==> src/rtl/core/mvmd_pkg.sv <==
`default_nettype none

package mvmd_pkg;

  // Default volume limits, handed to the top level parameters.
  localparam int unsigned MAX_X_DEF = 256;
  localparam int unsigned MAX_Y_DEF = 256;
  localparam int unsigned MAX_Z_DEF = 1024;

  // Field and register widths.
  localparam int unsigned SIZE_X_W   = 9;
  localparam int unsigned SIZE_Y_W   = 9;
  localparam int unsigned SIZE_Z_W   = 11;
  localparam int unsigned CFG_DATA_W = 11;
  localparam int unsigned CFG_IDX_W  = 2;
  localparam int unsigned VALUE_W    = 8;
  localparam int unsigned OUT_X_W    = 7;
  localparam int unsigned OUT_Y_W    = 7;
  localparam int unsigned OUT_Z_W    = 9;

  // Size register values after reset.
  localparam int unsigned SIZE_X_RST = 256;
  localparam int unsigned SIZE_Y_RST = 256;
  localparam int unsigned SIZE_Z_RST = 256;

  typedef enum logic [CFG_IDX_W-1:0] {
    CFG_SIZE_X = 2'd0,
    CFG_SIZE_Y = 2'd1,
    CFG_SIZE_Z = 2'd2
  } cfg_index_e;

  typedef logic [VALUE_W-1:0] value_t;

  // One voxel as it leaves the scan stage for the merge stage.
  typedef struct packed {
    logic                 touch;   // closes an x pair, so the plane entry is updated
    logic                 merge;   // combines with the stored partial maximum
    logic                 emit;    // closes the whole block
    logic                 eov;     // last block of the volume
    value_t               pair;
    logic [OUT_X_W-1:0]   ox;
    logic [OUT_Y_W-1:0]   oy;
    logic [OUT_Z_W-1:0]   oz;
  } scan_item_t;

  function automatic value_t max_value(value_t a, value_t b);
    return (a > b) ? a : b;
  endfunction

  // Index of the last voxel along an axis: zero acts as one, large values clip.
  function automatic int unsigned last_index(int unsigned raw, int unsigned limit);
    if (raw == 0) begin
      return 0;
    end
    if (raw > limit) begin
      return limit - 1;
    end
    return raw - 1;
  endfunction

endpackage

`default_nettype wire

==> src/rtl/core/mvmd_scan.sv <==
`default_nettype none

module mvmd_scan #(
  parameter int unsigned MAX_X = mvmd_pkg::MAX_X_DEF,
  parameter int unsigned MAX_Y = mvmd_pkg::MAX_Y_DEF,
  parameter int unsigned MAX_Z = mvmd_pkg::MAX_Z_DEF,
  localparam int unsigned PLANE_W = (MAX_X + 1) / 2,
  localparam int unsigned PLANE_H = (MAX_Y + 1) / 2,
  localparam int unsigned DEPTH   = PLANE_W * PLANE_H,
  localparam int unsigned AW      = (DEPTH > 1) ? $clog2(DEPTH) : 1
) (
  input  wire logic                              clk_i,
  input  wire logic                              rst_ni,
  input  wire logic                              cfg_valid_i,
  input  wire logic [mvmd_pkg::CFG_IDX_W-1:0]    cfg_index_i,
  input  wire logic [mvmd_pkg::CFG_DATA_W-1:0]   cfg_wdata_i,
  input  wire logic                              accept_i,
  input  wire mvmd_pkg::value_t                  voxel_value_i,
  output mvmd_pkg::scan_item_t                   item_o,
  output logic [AW-1:0]                          addr_o
);

  localparam int unsigned XW = $clog2(MAX_X);
  localparam int unsigned YW = $clog2(MAX_Y);
  localparam int unsigned ZW = (MAX_Z > 1) ? $clog2(MAX_Z) : 1;

  localparam logic [XW-1:0] LAST_X_RST = XW'(mvmd_pkg::last_index(mvmd_pkg::SIZE_X_RST, MAX_X));
  localparam logic [YW-1:0] LAST_Y_RST = YW'(mvmd_pkg::last_index(mvmd_pkg::SIZE_Y_RST, MAX_Y));
  localparam logic [ZW-1:0] LAST_Z_RST = ZW'(mvmd_pkg::last_index(mvmd_pkg::SIZE_Z_RST, MAX_Z));

  logic [XW-1:0] last_x_q, last_x_d;
  logic [YW-1:0] last_y_q, last_y_d;
  logic [ZW-1:0] last_z_q, last_z_d;
  logic [XW-1:0] pos_x_q, pos_x_d;
  logic [YW-1:0] pos_y_q, pos_y_d;
  logic [ZW-1:0] pos_z_q, pos_z_d;
  mvmd_pkg::value_t pair_q, pair_d;

  logic at_last_x, at_last_y, at_last_z;
  logic restart;
  mvmd_pkg::value_t pair_new;

  assign at_last_x = (pos_x_q == last_x_q);
  assign at_last_y = (pos_y_q == last_y_q);
  assign at_last_z = (pos_z_q == last_z_q);

  assign pair_new = pos_x_q[0] ? mvmd_pkg::max_value(pair_q, voxel_value_i) : voxel_value_i;

  always_comb begin
    item_o.touch = pos_x_q[0] | at_last_x;
    item_o.merge = pos_y_q[0] | pos_z_q[0];
    item_o.emit  = (pos_x_q[0] | at_last_x) & (pos_y_q[0] | at_last_y) &
                   (pos_z_q[0] | at_last_z);
    item_o.eov   = at_last_x & at_last_y & at_last_z;
    item_o.pair  = pair_new;
    item_o.ox    = mvmd_pkg::OUT_X_W'(pos_x_q >> 1);
    item_o.oy    = mvmd_pkg::OUT_Y_W'(pos_y_q >> 1);
    item_o.oz    = mvmd_pkg::OUT_Z_W'(pos_z_q >> 1);
  end

  assign addr_o = AW'((32'(pos_y_q) >> 1) * PLANE_W + (32'(pos_x_q) >> 1));

  // Configuration: any write to a size register restarts the volume.
  always_comb begin
    last_x_d = last_x_q;
    last_y_d = last_y_q;
    last_z_d = last_z_q;
    restart  = 1'b0;
    if (cfg_valid_i) begin
      case (cfg_index_i)
        mvmd_pkg::CFG_SIZE_X: begin
          last_x_d = XW'(mvmd_pkg::last_index(32'(cfg_wdata_i[mvmd_pkg::SIZE_X_W-1:0]), MAX_X));
          restart  = 1'b1;
        end
        mvmd_pkg::CFG_SIZE_Y: begin
          last_y_d = YW'(mvmd_pkg::last_index(32'(cfg_wdata_i[mvmd_pkg::SIZE_Y_W-1:0]), MAX_Y));
          restart  = 1'b1;
        end
        mvmd_pkg::CFG_SIZE_Z: begin
          last_z_d = ZW'(mvmd_pkg::last_index(32'(cfg_wdata_i[mvmd_pkg::SIZE_Z_W-1:0]), MAX_Z));
          restart  = 1'b1;
        end
        default: begin
          restart = 1'b0;
        end
      endcase
    end
  end

  always_comb begin
    pos_x_d = pos_x_q;
    pos_y_d = pos_y_q;
    pos_z_d = pos_z_q;
    pair_d  = pair_q;
    if (restart) begin
      pos_x_d = '0;
      pos_y_d = '0;
      pos_z_d = '0;
      pair_d  = '0;
    end else if (accept_i) begin
      pair_d = pair_new;
      if (at_last_x) begin
        pos_x_d = '0;
        if (at_last_y) begin
          pos_y_d = '0;
          pos_z_d = at_last_z ? '0 : pos_z_q + 1'b1;
        end else begin
          pos_y_d = pos_y_q + 1'b1;
        end
      end else begin
        pos_x_d = pos_x_q + 1'b1;
      end
    end
  end

  always_ff @(posedge clk_i or negedge rst_ni) begin
    if (!rst_ni) begin
      last_x_q <= LAST_X_RST;
      last_y_q <= LAST_Y_RST;
      last_z_q <= LAST_Z_RST;
      pos_x_q  <= '0;
      pos_y_q  <= '0;
      pos_z_q  <= '0;
      pair_q   <= '0;
    end else begin
      last_x_q <= last_x_d;
      last_y_q <= last_y_d;
      last_z_q <= last_z_d;
      pos_x_q  <= pos_x_d;
      pos_y_q  <= pos_y_d;
      pos_z_q  <= pos_z_d;
      pair_q   <= pair_d;
    end
  end

endmodule

`default_nettype wire

==> config.mk <==
export PLATFORM = sky130hd
export DESIGN_NAME = mvmd_scan
export DESIGN_NICKNAME = d
export VERILOG_FILES = /design/src/rtl/core/mvmd_pkg.sv /design/src/rtl/core/mvmd_scan.sv
export SDC_FILE = /design/constraint.sdc
export NUM_CORES = 1
export LEC_CHECK = 0
export BUFFER_PORTS_ARGS = -buffer_cell sky130_fd_sc_hd__buf_2
export CAP_MARGIN = 20
export CORE_ASPECT_RATIO = 0.8
export CORE_UTILIZATION = 40
export DETAILED_ROUTE_END_ITERATION = 10
export HOLD_SLACK_MARGIN = 0.06
export RECOVER_POWER = 100
export SLEW_MARGIN = 10
export SYNTH_ARGS = -nofsm -noshare
export SYNTH_HDL_FRONTEND = slang
export SYNTH_SLANG_ARGS = --single-unit
==> constraint.sdc <==
create_clock -name clk_i -period 2.33 [get_ports clk_i]
set_clock_uncertainty 0.2 [all_clocks]
set_input_delay 0.233 -clock clk_i [delete_from_list [all_inputs] [get_ports clk_i]]
set_output_delay 0.233 -clock clk_i [all_outputs]
set_load 0.1 [all_outputs]
# --- Yosys cells after proc, flatten, opt, wreduce, memory -nomap -nowiden ---
# Index checks and enable logic that the tools add are counted.
totals:
  reg_bits: 60
  latchBits: 0
  ramBits: 0
  mem_bits_ro: 0
  inputBits: 25
  out_inout_bits: 49
  wordCells: 86
  n_memories: 0
classes:
  add_sub_neg: 6
  n_mul: 0
  div_mod_pow: 0
  order_cmp: 3
  n_eq_ne: 5
  shifts: 0
  n_mux: 45
  bitwise_logic: 8
  reduce_logical: 12
op_table:
  columns: ["cell", "n"]
  rows:
  - ["2-to-1 mux 8 bit", 16]
  - ["2-to-1 mux 10 bit", 8]
  - ["2-to-1 mux 1 bit", 21]
  - ["adder 8 x 1 -> 8 bit (second input constant)", 2]
  - ["equality test 8 bit", 2]
  - ["adder 14 x 7 -> 14 bit", 1]
  - ["greater-than comparator 11 bit (second input constant)", 1]
  - ["zero test 11 bit", 1]
  - ["adder 10 x 1 -> 10 bit (second input constant)", 1]
  - ["equality test 10 bit", 1]
  - ["subtractor 10 x 1 -> 10 bit (second input constant)", 1]
  - ["greater-than comparator 9 bit (second input constant)", 1]
  - ["zero test 9 bit", 1]
  - ["greater-than comparator 8 bit", 1]
  - ["AND reduction 2 bit", 4]
  - ["subtractor 8 x 1 -> 8 bit (second input constant)", 1]
  - ["nonzero test 2 bit", 3]
  - ["AND 1 bit", 4]
  - ["bitwise OR 1 bit", 4]
  - ["AND reduction 3 bit", 1]
  - ["OR reduction 3 bit", 1]
  - ["equality test 2 x 1 -> 1 bit (second input constant)", 1]
  - ["equality test 2 bit (second input constant)", 1]
  - ["zero test 2 bit", 1]

# --- Longest topological paths before layout ---
depth:
  ltp_word: 9
  depth_mapped: 8
  ltp_nobuf: 7

# --- Least setup slack after synthesis ---
# Ideal clock, no wire load.
synth_path:
  kind: "flip-flop to output port"
  from: "register pos_y_q[5]"
  to: "output item_o[32] (netlist name)"
  arrival_time_ps: 3718
  t_required_ps: 1897
  setup_slack_ps: -1821
  stages_incl_launch_ff: 6
  n_path_buf: 1
  path_cell_list: "dfrtp_1 xor2_1 nor4_4 nand2_2 clkbuf_1 a222oi_1"
synth_lines:
  columns: ["item", "line", "rtl"]
  rows:
  - ["start: declaration", "mvmd_scan.sv:35", "logic [YW-1:0] pos_y_q, pos_y_d;"]
  - ["start signal: assignment", "mvmd_scan.sv:130", "pos_y_q <= pos_y_d;"]
  - ["end: declaration", "mvmd_scan.sv:19", "output mvmd_pkg::scan_item_t item_o,"]

==> results by group <==
Route
  • Post-Route WL: 11.4 mm
  • Final routed DRC violation total: 0
  • DR vias: 3708
  • Post-DRT Antenna Nets: 0
  • 1st-pass router iterations: 4
  • DR iter-0 viols: 174
  • Vias per cell: 5.25
  • WL/cell: 16.1 um

Timing
  • Worst-case hold slack: 86.7 ps
  • Pins Over Slew Limit: 0
  • Slew HR: 23.6%
  • Tmin final: 2600 ps
  • Max Fclk: 0.384 GHz
  • Setup WS post-layout: -273 ps
  • Tcrit/Tclk final: 112%
  • Setup TNS: -3490 ps
  • Final setup viols: 23
  • RSZ-0062 raised after global routing: true
  • Worst Tran Pin Value: 1150 ps
  • Final Hold Fails: 0

CTS
  • Worst skew pair latency: 330 ps
  • Clock Sink Count: 60
  • Clock buffer depth: 2
  • Clk slew on worst S/H paths: 50 ps
  • Clk root buf: clkbuf_16
  • Htree depth: 3
  • CTS tree: built
  • CTS Buf Count: 9

Yosys
  • EDFF count, synth: 0
  • Mapped cell area: 0.00413 mm2
  • Flops & latches, synth: 60
  • Async SR Flop Fraction: 100%
  • Top cell type's share of synthesized area: 21.8%
  • Top cells by area, synth: dfrtp_1, dfstp_2, buf_4
  • Post-synthesis cell count: 457
  • Cell taking the most area after synthesis: dfrtp_1
  • Count leader, synth: nand2_1
  • Mean Syn Cell Area: 9.03 um2
  • Mapped Nets: 495
  • Number of distinct library cells after synthesis: 55
  • Sequential fraction of the synthesis area: 37.1%
  • Top FF cell, synth: dfrtp_1
  • Most frequent cells after synthesis: nand2_1, a21oi_1, buf_4
  • Total number of yosys warnings: 0

GRT
  • Met1 Resource Use GR: 29.3%
  • Antenna violations before repair: 0
  • Total global-route track usage: 21.6%
  • Wire length of the first global-routing pass: 17.7 mm
  • Vias in the first global route: 3493
  • Total gr overflow: 0
  • GR Layer Usage met2: 34.5%
  • Most used routing layer: met2
  • M3 GR Usage: 4.52%
  • Largest net degree at the start of global routing: 31

Critical path
  • CP max-delay cell: dfrtp_1
  • Crit Path Category: flop to output port
  • Worst-path maximum fanout: 4
  • Worst path max stage delay: 400 ps
  • Startpoint Class: flop
  • Required time of the critical path: 1900 ps
  • Largest delay contributor family on the critical path: flip-flops
  • Worst-path cell chain: ha_1 > nor2b_1 > o211ai_1 > nand3_1 > nand3_2 > buf_6 > mux2_4 > buf_12
  • Arrival @ worst endpoint: 2170 ps
  • CP bufs+invs: 2
  • Crit. End Element: output port

Die
  • Die Wd: 116 um
  • Die Y: 92.8 um
  • Initial Util: 41.9%
  • Core Area: 0.00985 mm2
  • Site Rows: 32
  • I/O pin cnt: 74
  • Die area: 0.0107 mm2

Flow run
  • Max-cap violations: 0

Min path
  • Worst min path class: input port to flop

Finish
  • Final core utilization: 57.0%
  • Layout area overhead: 36.1%
  • Design Area, Final: 0.00562 mm2
  • Fill count: 879
  • Layout cell share with drive strength beyond 1: 36.8%
  • Nets@finish: 603
  • Ant. Diodes: 0

Status
  • Outcome: complete, but fails checks
  • Failing checks: negative setup slack

Pwr
  • PwrDens: 635 mW/mm2
  • Maximum VDD drop: 0.000362 V
  • Leakage power: 0.00259 uW

Place
  • Global placement routability congestion: 0.845
  • Port bufs: 73
  • Placed wire-length estimate: 8.10 mm
  • Placed cell areas: 0.00490 mm2
  • Post-Place Worst Slack: -27.3 ps
-- report_power, final --
group          leakage [uW]  internal (uW)  total [uW]  switching (uW)
logic               0.00170            334         833             499
registers          0.000737           1200        1290            88.3
clock network      0.000162            964        1450             482
total               0.00259           2500        3560            1070
-- placed cells by master (no fill, tap or decap), types with 10 or more instances in the layout --
cell type and n:
o21ai_0 21, nor2_1 16, nand3_1 10, clkbuf_2 38, dfstp_2 24, clkbuf_1 11
inv_1 16, o21ai_1 11, xor2_1 19, a21oi_1 35, ha_1 10, buf_12 11
buf_4 49, buf_2 24, nand2_1 58, dlygate4sd3_1 11, nor3_1 10, dfrtp_1 34
-- path summary, 6_finish.rpt --
| path | startpoint | endpoint | slack [ps] | cells after the start |
|---|---|---|---|---|
| max reg2reg | last_x_q[5]$_DFFE_PN1P_ | pos_z_q[5]$_DFFE_PN0P_ | -120 | 7 |
| min in group asynchronous | rst_ni | pair_q[1]$_DFFE_PN0P_ | 350 | 2 |
| min | cfg_wdata_i[9] | last_z_q[9]$_DFFE_PN0P_ | 90 | 3 |
| max | pair_q[1]$_DFFE_PN0P_ | item_o[27] | -270 | 8 |
| min reg2reg | last_x_q[0]$_DFFE_PN1P_ | last_x_q[0]$_DFFE_PN1P_ | 270 | 2 |
| max in group asynchronous | rst_ni | pos_z_q[9]$_DFFE_PN0P_ | 450 | 3 |
-- cells by family after synthesis --
group / count (synthesis) / share of synthesized area (%)
fa+ha+maj: 17 / 4.91
simple gates: 149 / 20.0
compound gates: 109 / 16.6
xor+xnor: 32 / 6.79
buf+inv: 72 / 9.92
mux: 18 / 4.64
flops: 60 / 37.1
-- worst min-delay path: stages --
cell and delay, ps:
buf_2 100, a211o_1 110, mux2_2 130
-- flip-flops by register name, summed over array words and instances (netlist names) --
| register | flops |
|---|---|
| last_x_q | 8 |
| last_z_q | 10 |
| last_y_q | 8 |
| pair_q | 8 |
| pos_z_q | 10 |
| pos_x_q | 8 |
| pos_y_q | 8 |
-- repair_timing --
action / 4_1_cts / 5_1_grt
hold buffers: 11 / 0
setup endpoints to repair: 14 / 28
setup buffers: 4 / 11
pin swaps: 9 / 5
gates resized for setup: 26 / 17
hold endpoints to repair: 32 / 0
gates cloned: 0 / 0
-- cell type report --
type,instances,area (um2),area share [%]
clock buffers,10,239,4.25
clock inverters,6,87.6,1.56
inverters,18,67.6,1.20
multi-input cells,325,2390,42.6
flip-flops and latches,60,1530,27.3
well taps,136,170,3.03
repair buffers,151,1130,20.1
-- through the flow --
step | power [uW] | cells
floorplan | 1780 | 457
global placement | 2020 | 664
detailed placement | 2040 | 664
CTS | 3550 | 695
global route | 3710 | 706
finish | 3560 | 706
-- per-layer routing --
metal | vias up | part of all wire [%] | wire (um)
met5 | - | 0 | 0
met1 | 1789 | 47 | 5380
met2 | 93 | 48 | 5460
li1 | 1813 | - | -
met4 | 0 | 1.2 | 137
met3 | 13 | 3.4 | 383
(Power assumes the default switching activity.)
